`src/hdl/tle_pkg.sv`:
```
// Shared types, codes and constants of the terminal line editor.
// Used by tle_seq and terminal_line_editor; depends on nothing else.
`default_nettype none

package tle_pkg;

	// Size of the line store and the widths that follow from it.
	localparam int BUFFER_BYTES = 32;
	localparam int CAP_CHARS    = BUFFER_BYTES - 1;
	localparam int IDX_W        = $clog2(BUFFER_BYTES);
	localparam int COUNT_W      = 5;
	localparam int BYTE_W       = 8;
	localparam int KIND_W       = 3;

	// Result kinds.
	localparam logic [KIND_W-1:0] K_ECHO = 3'd0;
	localparam logic [KIND_W-1:0] K_CHAR = 3'd1;
	localparam logic [KIND_W-1:0] K_END  = 3'd2;
	localparam logic [KIND_W-1:0] K_UP   = 3'd3;
	localparam logic [KIND_W-1:0] K_DOWN = 3'd4;

	// Terminal byte codes.
	localparam logic [BYTE_W-1:0] C_ESC     = 8'h1B;
	localparam logic [BYTE_W-1:0] C_BRACKET = 8'h5B;
	localparam logic [BYTE_W-1:0] C_UP      = 8'h41;
	localparam logic [BYTE_W-1:0] C_DOWN    = 8'h42;
	localparam logic [BYTE_W-1:0] C_DEL     = 8'h7F;
	localparam logic [BYTE_W-1:0] C_BS      = 8'h08;
	localparam logic [BYTE_W-1:0] C_CR      = 8'h0D;
	localparam logic [BYTE_W-1:0] C_LF      = 8'h0A;

	// Configuration register indexes.
	localparam logic [1:0] REG_MAX_CHARS = 2'd0;

	// One result as it leaves the block.
	typedef struct packed {
		logic [KIND_W-1:0]  kind;
		logic [BYTE_W-1:0]  out_byte;
		logic [COUNT_W-1:0] line_length;
		logic               last;
	} tle_result_t;

	// Status reported by the sequencer to the top level.
	typedef struct packed {
		logic               idle;
		logic [COUNT_W-1:0] count;
	} tle_status_t;

endpackage

`default_nettype wire

```
`src/hdl/tle_ram.sv`:
```
// Generic single-port-write, single-port-read RAM with a registered read.
// Stand-alone; has no package dependency.
`default_nettype none

module tle_ram #(
	parameter int WIDTH = 8,
	parameter int DEPTH = 32
) (
	input  wire logic                     clk,
	input  wire logic                     we,
	input  wire logic [$clog2(DEPTH)-1:0] waddr,
	input  wire logic [WIDTH-1:0]         wdata,
	input  wire logic                     re,
	input  wire logic [$clog2(DEPTH)-1:0] raddr,
	output logic      [WIDTH-1:0]         rdata
);

	logic [WIDTH-1:0] mem_q [DEPTH];

	// Write port.
	always_ff @(posedge clk) begin
		if (we) begin
			mem_q[waddr] <= wdata;
		end
	end

	// Read port; the data holds until the next read.
	always_ff @(posedge clk) begin
		if (re) begin
			rdata <= mem_q[raddr];
		end
	end

endmodule

`default_nettype wire

```
`src/hdl/tle_seq.sv`:
```
// Line editing sequencer: decodes each input byte, drives the line store
// and holds the output result register. Depends on tle_pkg.
`default_nettype none

module tle_seq (
	input  wire logic                             clk,
	input  wire logic                             arst_n,
	input  wire logic [tle_pkg::COUNT_W-1:0]      max_chars,
	input  wire logic                             in_valid,
	output logic                                  in_ready,
	input  wire logic [tle_pkg::BYTE_W-1:0]       in_byte,
	output logic                                  out_valid,
	input  wire logic                             out_ready,
	output tle_pkg::tle_result_t                  result,
	output logic                                  ram_we,
	output logic      [tle_pkg::IDX_W-1:0]        ram_waddr,
	output logic      [tle_pkg::BYTE_W-1:0]       ram_wdata,
	output logic                                  ram_re,
	output logic      [tle_pkg::IDX_W-1:0]        ram_raddr,
	input  wire logic [tle_pkg::BYTE_W-1:0]       ram_rdata,
	output tle_pkg::tle_status_t                  status
);

	// Sequencer states.
	localparam logic [2:0] ST_IDLE  = 3'd0;
	localparam logic [2:0] ST_ONE   = 3'd1;
	localparam logic [2:0] ST_CR    = 3'd2;
	localparam logic [2:0] ST_LF    = 3'd3;
	localparam logic [2:0] ST_RADDR = 3'd4;
	localparam logic [2:0] ST_RDATA = 3'd5;
	localparam logic [2:0] ST_END   = 3'd6;

	// Escape phases.
	localparam logic [1:0] ESC_NONE   = 2'd0;
	localparam logic [1:0] ESC_SECOND = 2'd1;
	localparam logic [1:0] ESC_THIRD  = 2'd2;

	logic [2:0]                    state_q, state_d;
	logic [1:0]                    phase_q, phase_d;
	logic                          bracket_q, bracket_d;
	logic                          first_cr_q, first_cr_d;
	logic [tle_pkg::COUNT_W-1:0]   count_q, count_d;
	logic [tle_pkg::COUNT_W-1:0]   idx_q, idx_d;
	logic [tle_pkg::KIND_W-1:0]    pend_kind_q, pend_kind_d;
	logic [tle_pkg::BYTE_W-1:0]    pend_byte_q, pend_byte_d;
	logic                          out_valid_q;
	tle_pkg::tle_result_t          out_q;
	tle_pkg::tle_result_t          res;
	logic                          push;
	logic                          free;
	logic [tle_pkg::COUNT_W-1:0]   limit;

	// The limit in use is the register capped at the store size less one.
	always_comb begin
		if (int'(max_chars) > tle_pkg::CAP_CHARS) begin
			limit = tle_pkg::COUNT_W'(tle_pkg::CAP_CHARS);
		end else begin
			limit = max_chars;
		end
	end

	assign free     = !out_valid_q || out_ready;
	assign in_ready = (state_q == ST_IDLE);

	// Next-state logic: byte decode in idle, then at most one result per step.
	always_comb begin
		state_d     = state_q;
		phase_d     = phase_q;
		bracket_d   = bracket_q;
		first_cr_d  = first_cr_q;
		count_d     = count_q;
		idx_d       = idx_q;
		pend_kind_d = pend_kind_q;
		pend_byte_d = pend_byte_q;
		push        = 1'b0;
		res         = '0;
		ram_we      = 1'b0;
		ram_waddr   = tle_pkg::IDX_W'(count_q);
		ram_wdata   = in_byte;
		ram_re      = 1'b0;
		ram_raddr   = tle_pkg::IDX_W'(idx_q);

		case (state_q)
			ST_IDLE: begin
				if (in_valid) begin
					idx_d = '0;
					if (phase_q == ESC_SECOND) begin
						// Second byte of an escape: remember what it was.
						bracket_d  = (in_byte == tle_pkg::C_BRACKET);
						first_cr_d = (in_byte == tle_pkg::C_CR);
						phase_d    = ESC_THIRD;
					end else if (phase_q == ESC_THIRD) begin
						// Third byte ends the escape.
						phase_d = ESC_NONE;
						if (bracket_q && (in_byte == tle_pkg::C_UP ||
								in_byte == tle_pkg::C_DOWN)) begin
							count_d     = '0;
							pend_kind_d = (in_byte == tle_pkg::C_UP) ?
								tle_pkg::K_UP : tle_pkg::K_DOWN;
							pend_byte_d = '0;
							state_d     = ST_ONE;
						end else if (first_cr_q) begin
							state_d = (count_q == '0) ? ST_END : ST_RADDR;
						end
					end else if (in_byte == tle_pkg::C_CR) begin
						state_d = ST_CR;
					end else if (in_byte == tle_pkg::C_ESC) begin
						phase_d = ESC_SECOND;
					end else if (in_byte == tle_pkg::C_BS ||
							in_byte == tle_pkg::C_DEL) begin
						// Backspace echoes only when there is something to drop.
						if (count_q != '0) begin
							count_d     = count_q - 1'b1;
							pend_kind_d = tle_pkg::K_ECHO;
							pend_byte_d = in_byte;
							state_d     = ST_ONE;
						end
					end else if (count_q < limit) begin
						// Ordinary character: store and echo it.
						ram_we      = 1'b1;
						count_d     = count_q + 1'b1;
						pend_kind_d = tle_pkg::K_ECHO;
						pend_byte_d = in_byte;
						state_d     = ST_ONE;
					end
				end
			end
			ST_ONE: begin
				if (free) begin
					push         = 1'b1;
					res.kind     = pend_kind_q;
					res.out_byte = pend_byte_q;
					res.last     = 1'b1;
					state_d      = ST_IDLE;
				end
			end
			ST_CR: begin
				if (free) begin
					push         = 1'b1;
					res.kind     = tle_pkg::K_ECHO;
					res.out_byte = tle_pkg::C_CR;
					state_d      = ST_LF;
				end
			end
			ST_LF: begin
				if (free) begin
					push         = 1'b1;
					res.kind     = tle_pkg::K_ECHO;
					res.out_byte = tle_pkg::C_LF;
					state_d      = (count_q == '0) ? ST_END : ST_RADDR;
				end
			end
			ST_RADDR: begin
				// Fetch the next stored character.
				ram_re  = 1'b1;
				state_d = ST_RDATA;
			end
			ST_RDATA: begin
				if (free) begin
					push         = 1'b1;
					res.kind     = tle_pkg::K_CHAR;
					res.out_byte = ram_rdata;
					idx_d        = idx_q + 1'b1;
					state_d      = (idx_d == count_q) ? ST_END : ST_RADDR;
				end
			end
			ST_END: begin
				if (free) begin
					push            = 1'b1;
					res.kind        = tle_pkg::K_END;
					res.line_length = count_q;
					res.last        = 1'b1;
					count_d         = '0;
					state_d         = ST_IDLE;
				end
			end
			default: begin
				state_d = ST_IDLE;
			end
		endcase
	end

	// Control registers.
	always_ff @(posedge clk or negedge arst_n) begin
		if (!arst_n) begin
			state_q     <= ST_IDLE;
			phase_q     <= ESC_NONE;
			bracket_q   <= 1'b0;
			first_cr_q  <= 1'b0;
			count_q     <= '0;
			idx_q       <= '0;
			out_valid_q <= 1'b0;
		end else begin
			state_q    <= state_d;
			phase_q    <= phase_d;
			bracket_q  <= bracket_d;
			first_cr_q <= first_cr_d;
			count_q    <= count_d;
			idx_q      <= idx_d;
			if (push) begin
				out_valid_q <= 1'b1;
			end else if (out_ready) begin
				out_valid_q <= 1'b0;
			end
		end
	end

	// Payload registers.
	always_ff @(posedge clk) begin
		pend_kind_q <= pend_kind_d;
		pend_byte_q <= pend_byte_d;
		if (push) begin
			out_q <= res;
		end
	end

	assign out_valid    = out_valid_q;
	assign result       = out_q;
	assign status.idle  = (state_q == ST_IDLE);
	assign status.count = count_q;

endmodule

`default_nettype wire

```
`src/hdl/terminal_line_editor.sv`:
```
// Terminal line editor. A printing byte is stored and echoed while the line
// is shorter than max_chars, and a backspace on a non-empty line drops the
// last character and is echoed; the block takes no new byte until that echo
// is loaded into the result register. Escape bytes that give no result leave
// the block idle. A carriage return gives two echo results, then for each
// stored character a line-store read followed by loading the result register,
// then the line-end result. The line store is a 32-byte synchronous RAM with
// no clearing pass; max_chars sits at byte address 0 of the APB port and
// resets to 31.
// Depends on tle_pkg, tle_ram and tle_seq.
`default_nettype none

module terminal_line_editor (
	input  wire logic                        clk,
	input  wire logic                        arst_n,
	// Configuration port.
	input  wire logic                        psel,
	input  wire logic                        penable,
	input  wire logic                        pwrite,
	input  wire logic [3:0]                  paddr,
	input  wire logic [31:0]                 pwdata,
	output logic      [31:0]                 prdata,
	output logic                             pready,
	// Byte input.
	input  wire logic                        in_valid,
	output logic                             in_ready,
	input  wire logic [tle_pkg::BYTE_W-1:0]  in_byte,
	// Result output.
	output logic                             out_valid,
	input  wire logic                        out_ready,
	output logic      [tle_pkg::KIND_W-1:0]  kind,
	output logic      [tle_pkg::BYTE_W-1:0]  out_byte,
	output logic      [tle_pkg::COUNT_W-1:0] line_length,
	output logic                             last
);

	logic [tle_pkg::COUNT_W-1:0] max_chars_q;
	logic                        sel_max_chars;
	tle_pkg::tle_result_t        result;
	tle_pkg::tle_status_t        status;
	logic                        ram_we;
	logic [tle_pkg::IDX_W-1:0]   ram_waddr;
	logic [tle_pkg::BYTE_W-1:0]  ram_wdata;
	logic                        ram_re;
	logic [tle_pkg::IDX_W-1:0]   ram_raddr;
	logic [tle_pkg::BYTE_W-1:0]  ram_rdata;

	// Register decode and write.
	assign pready        = 1'b1;
	assign sel_max_chars = (paddr[3:2] == tle_pkg::REG_MAX_CHARS);

	always_ff @(posedge clk or negedge arst_n) begin
		if (!arst_n) begin
			max_chars_q <= 5'd31;
		end else if (psel && penable && pwrite && sel_max_chars) begin
			max_chars_q <= pwdata[tle_pkg::COUNT_W-1:0];
		end
	end

	// Register read.
	always_comb begin
		prdata = '0;
		if (sel_max_chars) begin
			prdata[tle_pkg::COUNT_W-1:0] = max_chars_q;
		end
	end

	// Line store.
	tle_ram #(
		.WIDTH(tle_pkg::BYTE_W),
		.DEPTH(tle_pkg::BUFFER_BYTES)
	) u_line_store (
		.clk   (clk),
		.we    (ram_we),
		.waddr (ram_waddr),
		.wdata (ram_wdata),
		.re    (ram_re),
		.raddr (ram_raddr),
		.rdata (ram_rdata)
	);

	// Byte decode and result sequencing.
	tle_seq u_seq (
		.clk       (clk),
		.arst_n    (arst_n),
		.max_chars (max_chars_q),
		.in_valid  (in_valid),
		.in_ready  (in_ready),
		.in_byte   (in_byte),
		.out_valid (out_valid),
		.out_ready (out_ready),
		.result    (result),
		.ram_we    (ram_we),
		.ram_waddr (ram_waddr),
		.ram_wdata (ram_wdata),
		.ram_re    (ram_re),
		.ram_raddr (ram_raddr),
		.ram_rdata (ram_rdata),
		.status    (status)
	);

	assign kind        = result.kind;
	assign out_byte    = result.out_byte;
	assign line_length = result.line_length;
	assign last        = result.last;

	// A result that is not the last of its request means the block is busy.
	a_busy_mid_request: assert property (@(posedge clk) disable iff (!arst_n)
		(out_valid && !last) |-> !in_ready)
		else $error("new request accepted while a request is still emitting");

	// Only a line end carries a length.
	a_length_only_end: assert property (@(posedge clk) disable iff (!arst_n)
		(out_valid && kind != tle_pkg::K_END) |-> (line_length == '0))
		else $error("line length set on a result that is not a line end");

	// The stored character count never passes the store size less one.
	a_count_cap: assert property (@(posedge clk) disable iff (!arst_n)
		int'(status.count) <= tle_pkg::CAP_CHARS)
		else $error("character count beyond the line store");

	// A line end leaves the line empty.
	a_end_clears: assert property (@(posedge clk) disable iff (!arst_n)
		(out_valid && out_ready && kind == tle_pkg::K_END && status.idle)
		|-> (status.count == '0))
		else $error("line not cleared after line end");

endmodule

`default_nettype wire
```
`config.mk`:
```
export PLATFORM = sky130hd
export DESIGN_NAME = terminal_line_editor
export DESIGN_NICKNAME = d
export VERILOG_FILES = /design/src/hdl/tle_pkg.sv /design/src/hdl/tle_ram.sv /design/src/hdl/tle_seq.sv /design/src/hdl/terminal_line_editor.sv
export SDC_FILE = /design/constraint.sdc
export NUM_CORES = 1
export LEC_CHECK = 0
export ABC_CLOCK_PERIOD_IN_PS = 7000
export BUFFER_PORTS_ARGS = -buffer_cell sky130_fd_sc_hd__buf_4
export CAP_MARGIN = 20
export CORE_AREA = 2 2 159 161
export CTS_CLUSTER_DIAMETER = 60
export CTS_CLUSTER_SIZE = 14
export DETAILED_ROUTE_END_ITERATION = 6
export DIE_AREA = 0 0 161 163
export PLACE_DENSITY_LB_ADDON = 0.3
export SLEW_MARGIN = 15
export SYNTH_ARGS = -nofsm -noshare
export SYNTH_HDL_FRONTEND = slang
export SYNTH_SLANG_ARGS = --single-unit
```
`constraint.sdc`:
```
create_clock -name clk -period 7 [get_ports clk]
set_clock_uncertainty 0.15 [all_clocks]
set_input_delay 0.35 -clock clk [delete_from_list [all_inputs] [get_ports clk]]
set_output_delay 0.35 -clock clk [all_outputs]
set_load 0.02 [all_outputs]
```
* Word-level counts from Yosys, hierarchy flattened
Memory sizes are Yosys's and may differ from the RTL's. A register that Yosys moved wholly into a read port is not among the register bits. Index checks and enable logic that the tools add are counted.
Word-level totals: memories 1, input port bits 51, register bits after elaboration 51, memory bits (writable) 256, word-level logic and storage cells 158, output and inout bits 52
Memories:
- u_line_store.mem_q | depth 32, width 8, rd ports 1, clocked after memory_dff 1, write ports 1, line tle_ram.sv:18 | logic [WIDTH-1:0] mem_q [DEPTH];
Cells by class: bitwise logic cells 1, equal/unequal tests 37, multiplexer cells 75, reduce and logical (&&, ||, !) cells 26, add/subtract/negate cells 3, order comparisons 1
Operator list (number):
- $mux 3 | 22
- $mux 5 | 13
- $mux 8 | 7
- $eq 8x7->1 const B | 4
- $pmux 8 s4 | 1
- $pmux 5 s2 | 2
- $pmux 3 s6 | 1
- $eq 8x4->1 const B | 2
- $mux 1 | 16
- $pmux 3 s5 | 1
- $mux 2 | 7
- $ne 2x1->1 const B | 7
- $mux 11 | 1
- $add 5x1->5 const B | 2
- $reduce_and 10->1 | 1
- $eq 3x3->1 const B | 3
- $mux 9 | 1
- $ne 3x2->1 const B | 3
- $reduce_and 9->1 | 1
- $eq 8x5->1 const B | 1
- $mux 4 | 2
- $ne 4x3->1 const B | 2
- $reduce_and 8->1 | 1
- $eq 3x2->1 const B | 2
- other kinds (29) | 40

* Logic depth before layout (Yosys ltp)
word-level depth 11, mapped depth 12, mapped depth without buffers 11

* Modules after synthesis
Synthesis repeated with hierarchy kept, for this count alone.
Second synthesis, totals: cells, all modules 735, area total of the unflattened synthesis 13339.0 sq um
Modules (own cells, without submodules):
- tle_ram | times used 1, sequential area each 7927.6 sq um, area an instance 10133.5 sq um, cells an instance 417
- tle_seq | times used 1, sequential area each 1261.2 sq um, area an instance 2730.1 sq um, cells an instance 271
- terminal_line_editor | times used 1, sequential area each 131.4 sq um, area an instance 475.5 sq um, cells an instance 47

* Least setup slack after synthesis
Ideal clock, no wire load.
path kind register to register, from register max_chars_q[2] (netlist bit), to register u_seq.pend_byte_q[0] (netlist bit), enable pin, arrival time 2.499 ns, setup slack 3.961 ns, cell stages (with the launch flop) 9, data required time 6.460 ns, clock period less this slack 3.039 ns, buffers on the path 0, cell sequence dfstp_2 inv_1 ha_1 a21o_1 a31oi_1 o21ai_0 a211oi_2 nor2_1 nor3_1
Between the ends: word-level cells in the longest chain between the ends 3
RTL lines:
- start, declared | line terminal_line_editor.sv:37 | logic [tle_pkg::COUNT_W-1:0] max_chars_q;
- start signal, assigned | line terminal_line_editor.sv:56 | max_chars_q <= pwdata[tle_pkg::COUNT_W-1:0];
- $lt 5x5->1 | line tle_seq.sv:118 | end else if (count_q < limit) begin
- $reduce_bool 3->1 (no source line)
- $reduce_and 8->1 (no source line)
- end signal, assigned | line tle_seq.sv:211 | pend_byte_q <= pend_byte_d;
- end, declared | line tle_seq.sv:45 | logic [tle_pkg::BYTE_W-1:0] pend_byte_q, pend_byte_d;
No other way between the ends. A chain may end at the register's enable or synchronous reset.

* Worst setup path after layout
from register u_seq.count_q, in the netlist u_seq.ram_waddr[2], to memory u_line_store.mem_q[21][4], enable pin
Between the ends: word-level cells in the longest chain between the ends 11
RTL lines:
- start, declared | line tle_seq.sv:42 | logic [tle_pkg::COUNT_W-1:0] count_q, count_d;
- start signal, assigned | line tle_seq.sv:198 | count_q <= count_d;
- $lt 5x5->1 | line tle_seq.sv:118
- $mux 1 | line tle_seq.sv:118
- $mux 1 | line tle_seq.sv:109 | end else if (in_byte == tle_pkg::C_BS ||
- $mux 1 | line tle_seq.sv:107 | end else if (in_byte == tle_pkg::C_ESC) begin
- $mux 1 | line tle_seq.sv:105 | end else if (in_byte == tle_pkg::C_CR) begin
- $mux 1 | line tle_seq.sv:92 | end else if (phase_q == ESC_THIRD) begin
- $mux 1 | line tle_seq.sv:87 | if (phase_q == ESC_SECOND) begin
- $mux 1 | line tle_seq.sv:85 | if (in_valid) begin
- $mux 1 | line tle_seq.sv:83 | case (state_q)
- $mux 1 | line tle_ram.sv:22 | if (we) begin
- $mux 1 (implied by the code) | line tle_ram.sv:23 | mem_q[waddr] <= wdata;
- end, declared | line tle_ram.sv:18
Parallel ways exist; a longest one is shown, timed or not.

==> results.sh <==
export IMPL_wl_per_cell_microns=22.3
export IMPL_die_w_microns=161
export IMPL_synth_avg_cell_area_sq_um=17.8
export IMPL_reg2regPathDepth=7
export IMPL_grt_use_met2=0.329
export IMPL_grt_pass1_wl_microns=39300
export IMPL_crit_fanout=10
export IMPL_synthesis_area_sq_um=13200
export IMPL_synth_flop_cell="edfxtp_1"
export IMPL_path_class="flop to flop"
export IMPL_synth_cells=742
export IMPL_yosys_warnings=0
export IMPL_drt_initial_drc_count=715
export IMPL_reg2reg_slack_ns=3.06
export IMPL_drcViolationCount=0
export IMPL_grt_use_met1=0.278
export IMPL_period_share=0.562
export IMPL_cts_resized_gates=0
export IMPL_r2r_start="u_seq.ram_waddr[2]$_DFFE_PN0P_"
export IMPL_dieArea_sq_um=26200
export IMPL_synth_yosys_seq_area_share=0.705
export IMPL_end_kind="flop"
export IMPL_grt_usage=0.197
export IMPL_tightest_slew_ns=0.991
export IMPL_htree_levels=1
export IMPL_final_area_sq_um=14600
export IMPL_status="completed"
export IMPL_fmax_ghz=0.254
export IMPL_avgViaCountPerCell=5.88
export IMPL_vias=6709
export IMPL_dr_pass1_iters=5
export IMPL_ant_nets=0
export IMPL_r2r_end="u_line_store.mem_q[21][4]$_DFFE_PP_"
export IMPL_drive_above_1_share=0.239
export IMPL_final_core_util=0.591
export IMPL_place_area_sq_um=13800
export IMPL_clk_insertion_delay_late_ns=0.53
export IMPL_cts_root_buf="clkbuf_16"
export IMPL_fin_crit_ns=3.94
export IMPL_initial_utilization=0.536
export IMPL_grt_max_degree=69
export IMPL_p_leak_uw=0.00487
export IMPL_power_density_nw_per_um2=361
export IMPL_portBuffers=45
export IMPL_dp_final_hpwl_microns=16100
export IMPL_area_delta_synth_final_pct=10.3
export IMPL_nets=853
export IMPL_holdWs_ns=0.106
export IMPL_rsz0062_at_grt="false"
export IMPL_finalSetupViolations=0
export IMPL_gp_congestion=0.847
export IMPL_yosysTopAreaCellShare=0.661
export IMPL_hp_class="input port to async pin"
export IMPL_die_h_microns=163
export IMPL_tritoncts="built"
export IMPL_drv_slew=0
export IMPL_irDropWorstVdd_v=0.000206
export IMPL_synth_cell_types=55
export IMPL_async_flop_share=0.0732
export IMPL_relSlewSlack=0.339
export IMPL_diodes=0
export IMPL_grt_antenna_before_repair=0
export IMPL_grt_pass1_vias=6761
export IMPL_fillers=1803
export IMPL_clock_path_buffers=3
export IMPL_overflow=0
export IMPL_setup_tns_ns=0
export IMPL_numCtsBuffers=27
export IMPL_cp_start_kind="flop"
export IMPL_cts_sinks=314
export IMPL_routed_wl_microns=25400
export IMPL_ys_top_cells_by_area="edfxtp_1 66%, mux4_2 14%, dfrtp_1 3.4%"
export IMPL_top_usage_layer="met2"
export IMPL_cap_viol_max_count=0
export IMPL_crit_arrival_ns=3.94
export IMPL_yosysTopAreaCell="edfxtp_1"
export IMPL_rows=58
export IMPL_clkSlewWorstSetupHoldPaths_ns=0.06
export IMPL_hold_viol_final=0
export IMPL_fp_coreArea_sq_um=24700
export IMPL_grtUsageMet3=0.0290
export IMPL_synth_commonest_cells="291 x edfxtp_1, 80 x mux4_2, 58 x nor2_1, 33 x nand2_1, 28 x buf_4"
export IMPL_boundaryPins=103
export IMPL_ys_seq_elements=314
export IMPL_synth_edf_count=291
export IMPL_crit_required_ns=7.00
export IMPL_yosysMostFrequentCell="edfxtp_1"
-- power breakdown --
group / internal, uW / switching, uW / leakage [uW]
logic: 697 / 767 / 0.00158
clock network: 728 / 627 / 0.000371
registers: 2240 / 207 / 0.00292
total: 3660 / 1600 / 0.00487
-- placed cells by master, fill, tap and decap left out, drive strengths merged, types with 5 or more instances in the layout --
cell type | synthesis | routed
clkbuf | 18 | 46
nor2b | 16 | 16
nand2 | 33 | 33
conb | 2 | 28
nor2 | 58 | 58
and3 | 6 | 6
xnor2 | 6 | 6
nand2b | 6 | 6
mux2i | 6 | 6
o21ai | 18 | 18
nand3 | 13 | 13
dfrtp | 18 | 18
mux2 | 19 | 19
a21oi | 14 | 14
edfxtp | 291 | 291
nor3 | 10 | 10
buf | 43 | 49
dlygate4sd3 | 0 | 6
ha | 10 | 10
inv | 17 | 19
mux4 | 80 | 80
dfstp | 5 | 5
and2 | 7 | 7
-- sequential cells by signal (all words and copies together), names as in the netlist --
name	count
u_seq.first_cr_q	1
u_seq.pend_kind_q	2
u_seq.out_valid	1
u_seq.pend_byte_q	8
u_line_store.mem_q	256
u_seq.phase_q	2
u_seq.ram_raddr	5
u_seq.bracket_q	1
u_seq.state_q	3
u_line_store.rdata	8
max_chars_q	5
u_seq.result	17
u_seq.ram_waddr	5
-- critical path: stages (launching register included) --
cell and delay, ns:
dfrtp_1 0.65, ha_1 0.34, a21o_1 0.15, a31oi_1 0.13
o21ai_0 0.33, nor4_2 0.80, nand2_1 0.28, nor2_1 0.72
-- how the worst max path moves through the flow --
stage | startpoint | to | slack, ns | depth (start not counted)
global placement | u_seq.ram_waddr[2]$_DFFE_PN0P_ | u_line_store.mem_q[22][4]$_DFFE_PP_ | 2.84 | 7
floorplan | max_chars_q[2]$_DFFE_PN1P_ | u_seq.pend_byte_q[0]$_SDFFCE_PP0P_ | 3.96 | 8
CTS | u_seq.ram_waddr[2]$_DFFE_PN0P_ | u_line_store.mem_q[21][4]$_DFFE_PP_ | 3.15 | 7
finish | u_seq.ram_waddr[2]$_DFFE_PN0P_ | u_line_store.mem_q[21][4]$_DFFE_PP_ | 3.06 | 7
detailed placement | in_byte[5] | u_line_store.mem_q[21][3]$_DFFE_PP_ | 3.12 | 8
global route | u_seq.ram_waddr[2]$_DFFE_PN0P_ | u_line_store.mem_q[21][0]$_DFFE_PP_ | 2.86 | 7
-- layer usage --
layer  wire length [microns]  share of wire
met1                   10700           0.42
met2                   12600           0.50
met3                    1630          0.064
met4                     516          0.020
met5                       0              0
-- what timing repair did --
action                    in CTS  in global routing
buffers inserted               0                  0
hold buffers                   6                  0
hold endpoints to repair      28                  0
-- per-stage QoR --
| stage | power (uW) | setup WS, ns | instances |
|---|---|---|---|
| 6_report | 5260 | 3.06 | 1141 |
| 3_3_place_gp | 3910 | 2.84 | 1086 |
| 2_1_floorplan | 3520 | 3.96 | 768 |
| 3_5_place_dp | 3940 | 3.12 | 1086 |
| 4_1_cts | 5290 | 3.15 | 1141 |
| 5_1_grt | 5500 | 2.86 | 1141 |
-- cells by family (layout without fill, tap and decap cells) --
logic type | after synthesis | count (layout) | synth area share
AOI/OAI and AO/OA | 57 | 57 | 0.0280
adders and majority gates | 11 | 11 | 0.0110
muxes | 105 | 105 | 0.157
buffers and inverters | 78 | 121 | 0.0319
DFF | 314 | 314 | 0.705
and+or+nand+nor | 165 | 165 | 0.0604
other | 2 | 28 | 0.000568
xor gates and xnor gates | 10 | 10 | 0.00662
-- cell type report --
| class | instances | area [sq um] | area share |
|---|---|---|---|
| Clock buffer | 46 | 747 | 0.0512 |
| Clock inverter | 3 | 27.5 | 0.00189 |
| Inverter | 17 | 63.8 | 0.00437 |
| Multi-Input combinational cell | 376 | 3590 | 0.246 |
| Sequential cell | 314 | 9330 | 0.639 |
| Tap cell | 330 | 413 | 0.0283 |
| Timing Repair Buffer | 55 | 428 | 0.0293 |
Power figures use the tool's default switching activity.
